--- src/rtl/ukst_pkg.sv ---
// ----------------------------------------------------------------------------
// ukst_pkg
// Shared types, codes and defaults of the unique key set table.
// ----------------------------------------------------------------------------
package ukst_pkg;

    localparam int CAPACITY_DEF  = 16;
    localparam int KEY_WIDTH_DEF = 32;

    localparam int CMD_W       = 2;
    localparam int STATUS_W    = 2;
    localparam int COUNT_OUT_W = 5;
    localparam int KEY_OUT_W   = 32;

    localparam logic [CMD_W-1:0] CMD_INSERT = 2'd0;
    localparam logic [CMD_W-1:0] CMD_REMOVE = 2'd1;
    localparam logic [CMD_W-1:0] CMD_QUERY  = 2'd2;

    typedef enum logic [STATUS_W-1:0] {
        ST_OK     = 2'd0,
        ST_DUP    = 2'd1,
        ST_ABSENT = 2'd2,
        ST_FULL   = 2'd3
    } t_status;

    // per-cell command from the sequencer
    typedef struct packed {
        logic cmp;   // latch compare flags against the presented key
        logic ins;   // open a gap and place the key
        logic rem;   // close the gap at the matching entry
    } t_cell_ctrl;

    // per-cell status handed to the neighbour and the sequencer
    typedef struct packed {
        logic valid;
        logic lt;    // presented key is below the held key
        logic eq;    // presented key equals the held key
    } t_cell_stat;

endpackage

--- src/rtl/ukst_cell.sv ---
// ----------------------------------------------------------------------------
// ukst_cell
// One entry of the sorted key chain: holds a key, compares, shifts.
// ----------------------------------------------------------------------------
module ukst_cell
    import ukst_pkg::*;
#(
    parameter int KEY_WIDTH = KEY_WIDTH_DEF
) (
    input  logic                 i_clk,
    input  logic                 i_rst_n,
    input  t_cell_ctrl           i_ctrl,
    input  logic [KEY_WIDTH-1:0] i_key,
    input  logic [KEY_WIDTH-1:0] i_left_key,
    input  t_cell_stat           i_left_stat,
    input  logic [KEY_WIDTH-1:0] i_right_key,
    input  logic                 i_right_valid,
    output logic [KEY_WIDTH-1:0] o_key,
    output t_cell_stat           o_stat
);

    logic [KEY_WIDTH-1:0] r_key, n_key;
    logic                 r_valid, n_valid;
    logic                 r_lt, n_lt;
    logic                 r_eq, n_eq;

    always_comb begin
        n_key   = r_key;
        n_valid = r_valid;
        n_lt    = r_lt;
        n_eq    = r_eq;
        if (i_ctrl.cmp) begin
            n_lt = r_valid && ($signed(i_key) < $signed(r_key));
            n_eq = r_valid && (i_key == r_key);
        end
        if (i_ctrl.ins) begin
            // take the left key when the new key sorts before it, else drop in the new key;
            // an empty cell takes the new key only right after the last held one
            if (i_left_stat.lt) begin
                n_key   = i_left_key;
                n_valid = 1'b1;
            end else if (r_lt || (!r_valid && i_left_stat.valid)) begin
                n_key   = i_key;
                n_valid = 1'b1;
            end
        end
        if (i_ctrl.rem) begin
            // everything at or beyond the match pulls from the right
            if (r_lt || r_eq || !r_valid) begin
                n_key   = i_right_key;
                n_valid = i_right_valid;
            end
        end
    end

    always_ff @(posedge i_clk) begin
        if (!i_rst_n) begin
            r_valid <= 1'b0;
        end else begin
            r_valid <= n_valid;
        end
    end

    always_ff @(posedge i_clk) begin
        r_key <= n_key;
        r_lt  <= n_lt;
        r_eq  <= n_eq;
    end

    assign o_key        = r_key;
    assign o_stat.valid = r_valid;
    assign o_stat.lt    = r_lt;
    assign o_stat.eq    = r_eq;

endmodule

--- src/rtl/unique_key_set_table_core.sv ---
// ----------------------------------------------------------------------------
// unique_key_set_table_core
// Bounded set of distinct signed keys held in a sorted chain of cells.
// ----------------------------------------------------------------------------
//  Channel | Direction | Handshake                 | Word
//  --------+-----------+---------------------------+-------------------------------
//  in      | sink      | i_in_valid / o_in_stall   | i_cmd, i_key
//  out     | source    | o_out_valid / i_out_stall | o_status, o_found, o_count,
//          |           |                           | o_nonempty, o_min_key, o_max_key
//
//  Each word takes three steps: compare in every cell, update of the chain, load
//  of the output register. The single shared compare/update pass over the chain
//  admits the next word only once the last is loaded; a stalled output word delays that load.
//  Reset (synchronous, active low) empties the chain at once; no clearing pass.
//  The output register holds a finished word while the next input word is taken.
// ----------------------------------------------------------------------------
module unique_key_set_table_core
    import ukst_pkg::*;
#(
    parameter int CAPACITY  = CAPACITY_DEF,
    parameter int KEY_WIDTH = KEY_WIDTH_DEF
) (
    input  logic                        i_clk,
    input  logic                        i_rst_n,
    input  logic                        i_in_valid,
    output logic                        o_in_stall,
    input  logic [CMD_W-1:0]            i_cmd,
    input  logic signed [KEY_OUT_W-1:0] i_key,
    output logic                        o_out_valid,
    input  logic                        i_out_stall,
    output logic [STATUS_W-1:0]         o_status,
    output logic                        o_found,
    output logic [COUNT_OUT_W-1:0]      o_count,
    output logic                        o_nonempty,
    output logic signed [KEY_OUT_W-1:0] o_min_key,
    output logic signed [KEY_OUT_W-1:0] o_max_key
);

    localparam int CNT_W = $clog2(CAPACITY + 1);

    typedef enum logic [2:0] {
        S_IDLE = 3'b001,
        S_UPD  = 3'b010,
        S_OUT  = 3'b100
    } t_state;

    t_state r_state, n_state;

    logic [CMD_W-1:0]     r_cmd;
    logic [KEY_WIDTH-1:0] r_key;
    logic [CNT_W-1:0]     r_count, n_count;
    t_status              r_status, n_status;
    logic                 r_found;

    logic                 r_out_valid;
    t_status              r_out_status;
    logic                 r_out_found;
    logic [CNT_W-1:0]     r_out_count;
    logic                 r_out_nonempty;
    logic [KEY_WIDTH-1:0] r_out_min, r_out_max;

    logic [KEY_WIDTH-1:0] w_key_in;
    logic [KEY_WIDTH-1:0] w_cell_in;
    logic                 w_accept;
    logic                 w_out_load;
    logic                 w_hit;
    logic                 w_full;
    logic [KEY_WIDTH-1:0] w_max;
    t_cell_ctrl           w_ctrl;

    logic [KEY_WIDTH-1:0] w_cell_key  [CAPACITY];
    t_cell_stat           w_cell_stat [CAPACITY];

    // cut the port key to the table width; wider keys are zero extended
    if (KEY_WIDTH <= KEY_OUT_W) begin : g_key_cut
        assign w_key_in = i_key[KEY_WIDTH-1:0];
    end else begin : g_key_ext
        assign w_key_in = {{(KEY_WIDTH-KEY_OUT_W){1'b0}}, i_key};
    end

    assign o_in_stall = (r_state != S_IDLE);
    assign w_accept   = i_in_valid && (r_state == S_IDLE);
    assign w_out_load = (r_state == S_OUT) && (!r_out_valid || !i_out_stall);

    // compare against the port key on accept, against the held key afterwards
    assign w_cell_in = (r_state == S_IDLE) ? w_key_in : r_key;

    // ---- cell chain --------------------------------------------------------
    for (genvar g = 0; g < CAPACITY; g++) begin : g_cell
        logic [KEY_WIDTH-1:0] w_lkey, w_rkey;
        t_cell_stat           w_lstat;
        logic                 w_rvalid;

        if (g == 0) begin : g_left_end
            // the left end acts as a held neighbour, so an empty chain fills cell 0
            assign w_lkey  = '0;
            assign w_lstat = '{valid: 1'b1, lt: 1'b0, eq: 1'b0};
        end else begin : g_left
            assign w_lkey  = w_cell_key[g-1];
            assign w_lstat = w_cell_stat[g-1];
        end

        if (g == CAPACITY - 1) begin : g_right_end
            assign w_rkey   = '0;
            assign w_rvalid = 1'b0;
        end else begin : g_right
            assign w_rkey   = w_cell_key[g+1];
            assign w_rvalid = w_cell_stat[g+1].valid;
        end

        ukst_cell #(
            .KEY_WIDTH (KEY_WIDTH)
        ) u_cell (
            .i_clk         (i_clk),
            .i_rst_n       (i_rst_n),
            .i_ctrl        (w_ctrl),
            .i_key         (w_cell_in),
            .i_left_key    (w_lkey),
            .i_left_stat   (w_lstat),
            .i_right_key   (w_rkey),
            .i_right_valid (w_rvalid),
            .o_key         (w_cell_key[g]),
            .o_stat        (w_cell_stat[g])
        );
    end

    // keys stay packed and ascending from cell 0: the last valid cell is the maximum
    always_comb begin
        w_hit = 1'b0;
        w_max = '0;
        for (int i = 0; i < CAPACITY; i++) begin
            w_hit = w_hit | w_cell_stat[i].eq;
            if (i == CAPACITY - 1) begin
                w_max = w_max | (w_cell_key[i] & {KEY_WIDTH{w_cell_stat[i].valid}});
            end else begin
                w_max = w_max | (w_cell_key[i] &
                         {KEY_WIDTH{w_cell_stat[i].valid && !w_cell_stat[i+1].valid}});
            end
        end
    end

    assign w_full = w_cell_stat[CAPACITY-1].valid;

    // ---- sequencer ---------------------------------------------------------
    always_comb begin
        n_state  = r_state;
        n_count  = r_count;
        n_status = r_status;
        w_ctrl   = '0;
        unique case (r_state)
            S_IDLE: begin
                if (w_accept) begin
                    w_ctrl.cmp = 1'b1;
                    n_state    = S_UPD;
                end
            end
            S_UPD: begin
                n_status = ST_OK;
                priority if (r_cmd == CMD_INSERT) begin
                    if (w_hit) begin
                        n_status = ST_DUP;
                    end else if (w_full) begin
                        n_status = ST_FULL;
                    end else begin
                        w_ctrl.ins = 1'b1;
                        n_count    = r_count + CNT_W'(1);
                    end
                end else if (r_cmd == CMD_REMOVE) begin
                    if (!w_hit) begin
                        n_status = ST_ABSENT;
                    end else begin
                        w_ctrl.rem = 1'b1;
                        n_count    = r_count - CNT_W'(1);
                    end
                end else begin
                    // query and the unused code only look the key up
                    n_status = ST_OK;
                end
                n_state = S_OUT;
            end
            S_OUT: begin
                if (w_out_load) begin
                    n_state = S_IDLE;
                end
            end
            default: begin
                n_state = S_IDLE;
            end
        endcase
    end

    always_ff @(posedge i_clk) begin
        if (!i_rst_n) begin
            r_state     <= S_IDLE;
            r_count     <= '0;
            r_out_valid <= 1'b0;
        end else begin
            r_state <= n_state;
            r_count <= n_count;
            if (w_out_load) begin
                r_out_valid <= 1'b1;
            end else if (!i_out_stall) begin
                r_out_valid <= 1'b0;
            end
        end
    end

    always_ff @(posedge i_clk) begin
        if (w_accept) begin
            r_cmd <= i_cmd;
            r_key <= w_key_in;
        end
        r_status <= n_status;
        if (r_state == S_UPD) begin
            r_found <= w_hit;
        end
        if (w_out_load) begin
            r_out_status   <= r_status;
            r_out_found    <= r_found;
            r_out_count    <= r_count;
            r_out_nonempty <= w_cell_stat[0].valid;
            r_out_min      <= w_cell_stat[0].valid ? w_cell_key[0] : '0;
            r_out_max      <= w_max;
        end
    end

    // ---- output word -------------------------------------------------------
    assign o_out_valid = r_out_valid;
    assign o_status    = r_out_status;
    assign o_found     = r_out_found;
    assign o_nonempty  = r_out_nonempty;

    // count wraps at the port width
    if (CNT_W >= COUNT_OUT_W) begin : g_cnt_cut
        assign o_count = r_out_count[COUNT_OUT_W-1:0];
    end else begin : g_cnt_ext
        assign o_count = {{(COUNT_OUT_W-CNT_W){1'b0}}, r_out_count};
    end

    // sign extend narrow keys, keep the low bits of wide ones
    if (KEY_WIDTH >= KEY_OUT_W) begin : g_out_cut
        assign o_min_key = r_out_min[KEY_OUT_W-1:0];
        assign o_max_key = r_out_max[KEY_OUT_W-1:0];
    end else begin : g_out_ext
        assign o_min_key = {{(KEY_OUT_W-KEY_WIDTH){r_out_min[KEY_WIDTH-1]}}, r_out_min};
        assign o_max_key = {{(KEY_OUT_W-KEY_WIDTH){r_out_max[KEY_WIDTH-1]}}, r_out_max};
    end

endmodule

--- config.mk ---
export PLATFORM = sky130hd
export DESIGN_NAME = unique_key_set_table_core
export DESIGN_NICKNAME = d
export VERILOG_FILES = /design/src/rtl/ukst_pkg.sv /design/src/rtl/ukst_cell.sv /design/src/rtl/unique_key_set_table_core.sv
export SDC_FILE = /design/constraint.sdc
export NUM_CORES = 2
export LEC_CHECK = 0
export BUFFER_PORTS_ARGS = -buffer_cell sky130_fd_sc_hd__buf_2
export CORE_ASPECT_RATIO = 0.9
export CORE_MARGIN = 1.5
export CORE_UTILIZATION = 30
export CTS_BUF_LIST = sky130_fd_sc_hd__clkbuf_2 sky130_fd_sc_hd__clkbuf_4 sky130_fd_sc_hd__clkbuf_8
export CTS_CLUSTER_DIAMETER = 30
export DETAILED_ROUTE_END_ITERATION = 10
export RECOVER_POWER = 100
export SLEW_MARGIN = 20
export SYNTH_ARGS = -nofsm -noshare
export SYNTH_HDL_FRONTEND = slang
export SYNTH_SLANG_ARGS = --single-unit
--- constraint.sdc ---
create_clock -name i_clk -period 4.97 [get_ports i_clk]
set_input_delay 0.2485 -clock i_clk [delete_from_list [all_inputs] [get_ports i_clk]]
set_output_delay 0.2485 -clock i_clk [all_outputs]
set_load 0.02 [all_outputs]
# == After elaboration in Yosys (flattened, before gate mapping) ==
# Cells that the tools add are included.
# word_totals
register_bits,679
inputBits,38
out_inout_bits,75
# op_classes
eq_ne,26
bitwise,46
addsub,2
n_reduce_logical,121
mux,183
magnitude_cmp,16
# op_table
cell,n
32-bit two-way mux,80
32-bit AND,16
32-bit equality test,16
32-bit < comparator,16
32-bit bitwise OR,15
1-bit two-way mux,89
1-bit logical AND,49
1-bit logical OR,49
5-bit two-way mux,5
1-bit zero test,18
1-bit bitwise OR,15
2-bit two-way mux,6
3-bit one-hot mux with 3 select lines,1
"2-bit != test, second input constant",4
3-bit two-way mux,2
"5-bit by 1-bit adder with 5-bit output, second input constant",1
5-bit AND reduction,1
"5-bit by 1-bit subtractor with 5-bit output, second input constant",1
2-bit nonzero test,2
"3-bit by 1-bit equality test with 1-bit output, second input constant",1
"3-bit by 2-bit equality test with 1-bit output, second input constant",1
"3-bit equality test, second input constant",1
"3-bit by 1-bit != test with 1-bit output, second input constant",1
"2-bit by 1-bit equality test with 1-bit output, second input constant",1
3 further kinds,3

# == Longest topological paths before layout ==
# logic_depth
ltp_word,22
mapped_depth,13

# == Cells and area by module ==
# Synthesis repeated with hierarchy kept, for this count alone.
# unflattened
cells_unflattened,6111
hier_area_um2,47330.4
# by_module_without_submodules
mod,area_per_inst_um2,cells_each,instances
ukst_cell (g_cell[0].u_cell ...),2514.9,344,13
ukst_cell (g_cell[7].u_cell ...),2452.4,342,3
unique_key_set_table_core,7279.5,613,1

# == Least setup slack after synthesis ==
# No wires, ideal clock.
# synth_timing
kind,flip-flop to flip-flop
start,reg r_state[0]
end,"reg r_out_count[0], in the netlist o_count[0] (enable)"
arrival_ns,4.072
required_time_ns,4.442
path_slack_ns,0.370
setup_ns,0.528
period_less_slack_ns,4.600
path_stages_with_launch,4
n_path_buf,0
cell_sequence,dfxtp_1 nor2_1 nand2_1 a21oi_1
# synth_between
elab_chain_len,2
# synth_lines
element,line_no,source
"start, declared",unique_key_set_table_core.sv:47,"t_state r_state, n_state;"
"start signal, assigned",unique_key_set_table_core.sv:198,r_state <= n_state;
3-bit equality test,unique_key_set_table_core.sv:83,assign w_out_load = (r_state == S_OUT) && (!r_out_valid || !i_out_stall);
1-bit logical AND,unique_key_set_table_core.sv:83,
net w_out_load,unique_key_set_table_core.sv:65,logic w_out_load;
"end signal, assigned",unique_key_set_table_core.sv:220,r_out_count <= r_count;
"end, declared",unique_key_set_table_core.sv:58,logic [CNT_W-1:0] r_out_count;
# The timed path passes the listed nets, and every way through them passes these cells.
# A chain may end at the register's enable or synchronous reset.

# == Final worst setup path ==
# layout_timing
start,reg g_cell[11].u_cell.r_valid
end,"reg r_out_max[14], in the netlist o_max_key[14] (data pin)"
# layout_between
elab_chain_len,9
word_cells_on_any_way,11
# layout_lines
element,line_no,source
"start, declared",ukst_cell.sv:23,"logic r_valid, n_valid;"
"start signal, assigned",ukst_cell.sv:60,r_valid <= n_valid;
1-bit zero test,unique_key_set_table_core.sv:137,{KEY_WIDTH{w_cell_stat[i].valid && !w_cell_stat[i+1].valid}});
1-bit logical AND,unique_key_set_table_core.sv:137,
32-bit AND,unique_key_set_table_core.sv:136,w_max = w_max | (w_cell_key[i] &
32-bit bitwise OR,unique_key_set_table_core.sv:136,
32-bit bitwise OR * (4 in series),unique_key_set_table_core.sv:136,
32-bit bitwise OR *,unique_key_set_table_core.sv:134,w_max = w_max | (w_cell_key[i] & {KEY_WIDTH{w_cell_stat[i].valid}});
net w_max[14],unique_key_set_table_core.sv:68,logic [KEY_WIDTH-1:0] w_max;
"end signal, assigned",unique_key_set_table_core.sv:223,r_out_max <= w_max;
"end, declared",unique_key_set_table_core.sv:60,"logic [KEY_WIDTH-1:0] r_out_min, r_out_max;"
# Mark *: on every way through the listed nets, which the timed path passes. The rest lies on a longest branch.

==> results.sh <==
export IMPL_finalCriticalPeriod_ps=5000
export IMPL_maxCapViolCount=7
export IMPL_synth_edf_count=142
export IMPL_violations="max-capacitance violations, max-slew violations, negative setup slack"
export IMPL_p_per_area_mw_per_mm2=458
export IMPL_crit_fanout=18
export IMPL_rsz0062_at_grt="false"
export IMPL_drive_above_1_share_pct=10.2
export IMPL_grt_ovfl_total=0
export IMPL_routed_top_layer="met4"
export IMPL_synth_area_per_cell_um2=8.19
export IMPL_yosysTopAreaCell="dfxtp_1"
export IMPL_cp_end_kind="flop"
export IMPL_routedLengthMet1_mm=87.4
export IMPL_core_area_mm2=0.151
export IMPL_post_dp_cell_area_mm2=0.0484
export IMPL_cts_buffers=190
export IMPL_synth_area_mm2=0.0455
export IMPL_fin_area_mm2=0.0531
export IMPL_layout_commonest_cell="nand2_1"
export IMPL_gp_congestion=0.992
export IMPL_synthMuxAreaShare_pct=1.08
export IMPL_synthSimpleGateAreaFrac_pct=12.5
export IMPL_hold_viol_final=0
export IMPL_clk_pin_slew_ps=60
export IMPL_met3_length_mm=22.7
export IMPL_final_cells=7786
export IMPL_grt_pass1_vias=42800
export IMPL_cts_sinks=679
export IMPL_min_path_type="in2reg"
export IMPL_viasPerCell=5.90
export IMPL_yosys_top_cells_area="dfxtp_1, ha_1, edfxtp_1"
export IMPL_fin_ws_ps=-26.2
export IMPL_start_util_pct=30.3
export IMPL_antenna_found_initial=5
export IMPL_clock_fmax_mhz=200
export IMPL_wl_mm=203
export IMPL_die_y_um=373
export IMPL_status="finished with violations"
export IMPL_grt_pass1_wl_mm=292
export IMPL_dp_hpwl_mm=151
export IMPL_synth_seq_cells=679
export IMPL_dieArea_mm2=0.154
export IMPL_final_cell_mix="nand2_1, inv_1, o21ai_0, dfxtp_1, ha_1"
export IMPL_placed_cells=7380
export IMPL_cts_resized=0
export IMPL_clock_latency_ps=930
export IMPL_cts_max_level=4
export IMPL_cp_arrival_ps=5620
export IMPL_met2_length_mm=83.0
export IMPL_synth_main_ff_cell="dfxtp_1"
export IMPL_io_pins=113
export IMPL_synthDistinctLibCells=57
export IMPL_worst_pin_slew_ps=2500
export IMPL_path_class="reg2reg"
export IMPL_synthAdderAreaFrac_pct=14.2
export IMPL_drtPass1Iterations=6
export IMPL_yosysWarningCount=0
export IMPL_r2r_slack_ps=-30
export IMPL_numPortBuffers=112
export IMPL_synth_xor_area_share_pct=0.0962
export IMPL_core_rowCount=135
export IMPL_slew_headroom_pct=-67.1
export IMPL_grt_max_degree=170
export IMPL_post_cts_setup_buffer_count=0
export IMPL_skew_ps=52.9
export IMPL_leakagePower_nw=22.7
export IMPL_crit_path_start_kind="flop"
export IMPL_first_iter_violations=5868
export IMPL_setup_viol=1
export IMPL_syn_to_final_growth_pct=16.7
export IMPL_ys_seq_area_share_pct=33.0
export IMPL_synth_top_family_by_area="compound AO/OA/AOI/OAI gates"
export IMPL_synth_fp_nets=6113
export IMPL_async_flop_share_pct=0
export IMPL_cts_tree="built"
export IMPL_die_w_um=414
export IMPL_peakVddDrop_v=0.000208
export IMPL_slew_viol_final=348
export IMPL_layout_nets=6181
export IMPL_fin_crit_sh_pct=101
export IMPL_drc=0
export IMPL_cts_buffer_depth=3
export IMPL_syn_inst=5559
export IMPL_ant_nets=0
export IMPL_cts_root_buffer="clkbuf_8"
export IMPL_grtUsageTotal_pct=25.4
export IMPL_synth_top_area_share_pct=23.6
export IMPL_synth_compound_area_share_pct=30.8
export IMPL_wl_per_cell_um=26.1
export IMPL_cp_required_ps=5590
export IMPL_vias=45900
[worst max-delay path, stage by stage (launching register included)]
cell	delay (ps)
dfxtp_1	660
nor2b_1	1920
clkbuf_1	1050
a22o_1	410
a221oi_1	140
nand4_1	480
[stage by stage]
stage	utilization, %	setup TNS, ps	setup slack, ps	hold WS [ps]	total power [mW]
finish	35.3	-26.2	-26.2	129	24.4
global route	35.3	0	141	129	25.6
global placement	32.2	0	588	410	14.9
floorplan	-	0	370	347	12.4
CTS	35.5	0	473	1.85	24.3
detailed placement	32.2	0	488	407	15.1
[path summary, 6_finish.rpt]
path | startpoint | endpoint | cells after the start
max reg2reg | g_cell[11].u_cell.r_valid | o_max_key[14] | 5
min reg2reg | r_found | o_found | 0
max | g_cell[11].u_cell.r_valid | o_max_key[14] | 5
min | i_key[3] | r_key[3] | 2
[power breakdown]
part           internal (mW)  total (mW)  switching, mW  leakage (nW)
Combinational           2.67        6.41           3.74          14.6
Sequential              6.78        8.82           2.04          5.72
Clock                   5.82        9.13           3.32          2.36
[synth_stat cells, types with 142 or more instances]
cell type  instances
nand2_1          623
inv_1            544
dfxtp_1          537
ha_1             515
o22ai_1          476
a22oi_1          465
o21ai_1          360
clkbuf_1         311
a21oi_1          240
o21ai_0          195
a221oi_1         144
edfxtp_1         142
[cell type report]
cell class | count | area (um^2)
Fill cell | 15600 | 97400
Sequential cell | 679 | 15000
Tap cell | 1986 | 2480
Timing Repair Buffer | 295 | 1930
Clock inverter | 112 | 1420
Clock buffer | 246 | 3200
Antenna cell | 7 | 17.5
Multi-Input combinational cell | 3917 | 27000
Inverter | 544 | 2040
[sequential cells by signal, indices dropped and copies added (netlist names), 3 cells and up]
register,count
g_cell.u_cell.o_key,512
g_cell.u_cell.r_eq,16
g_cell.u_cell.r_lt,16
g_cell.u_cell.r_valid,16
o_count,5
o_max_key,32
o_min_key,32
r_count,5
r_key,32
r_state,3
[layer usage]
| layer | track usage (%) | vias up |
|---|---|---|
| li1 | - | 21000 |
| met1 | 35.5 | 21900 |
| met2 | 36.5 | 2584 |
| met3 | 6.34 | 413 |
| met4 | 11.6 | 0 |
| met5 | 0 | - |
[cell families (layout without fill, tap and decap cells)]
kind of cell,after synthesis,count (layout)
compound gates,2159,2159
buf+inv,963,1197
other cells,0,7
flops,679,679
fa+ha+maj,516,516
simple gates,1188,1188
mux,49,49
xor+xnor,5,5
[what timing repair did]
action                                  4_1_cts  5_1_grt
endpoints found under the hold margin        95        0
endpoints found under the setup margin        0        0
hold buffers                                 41        0
(Power assumes the default switching activity.)
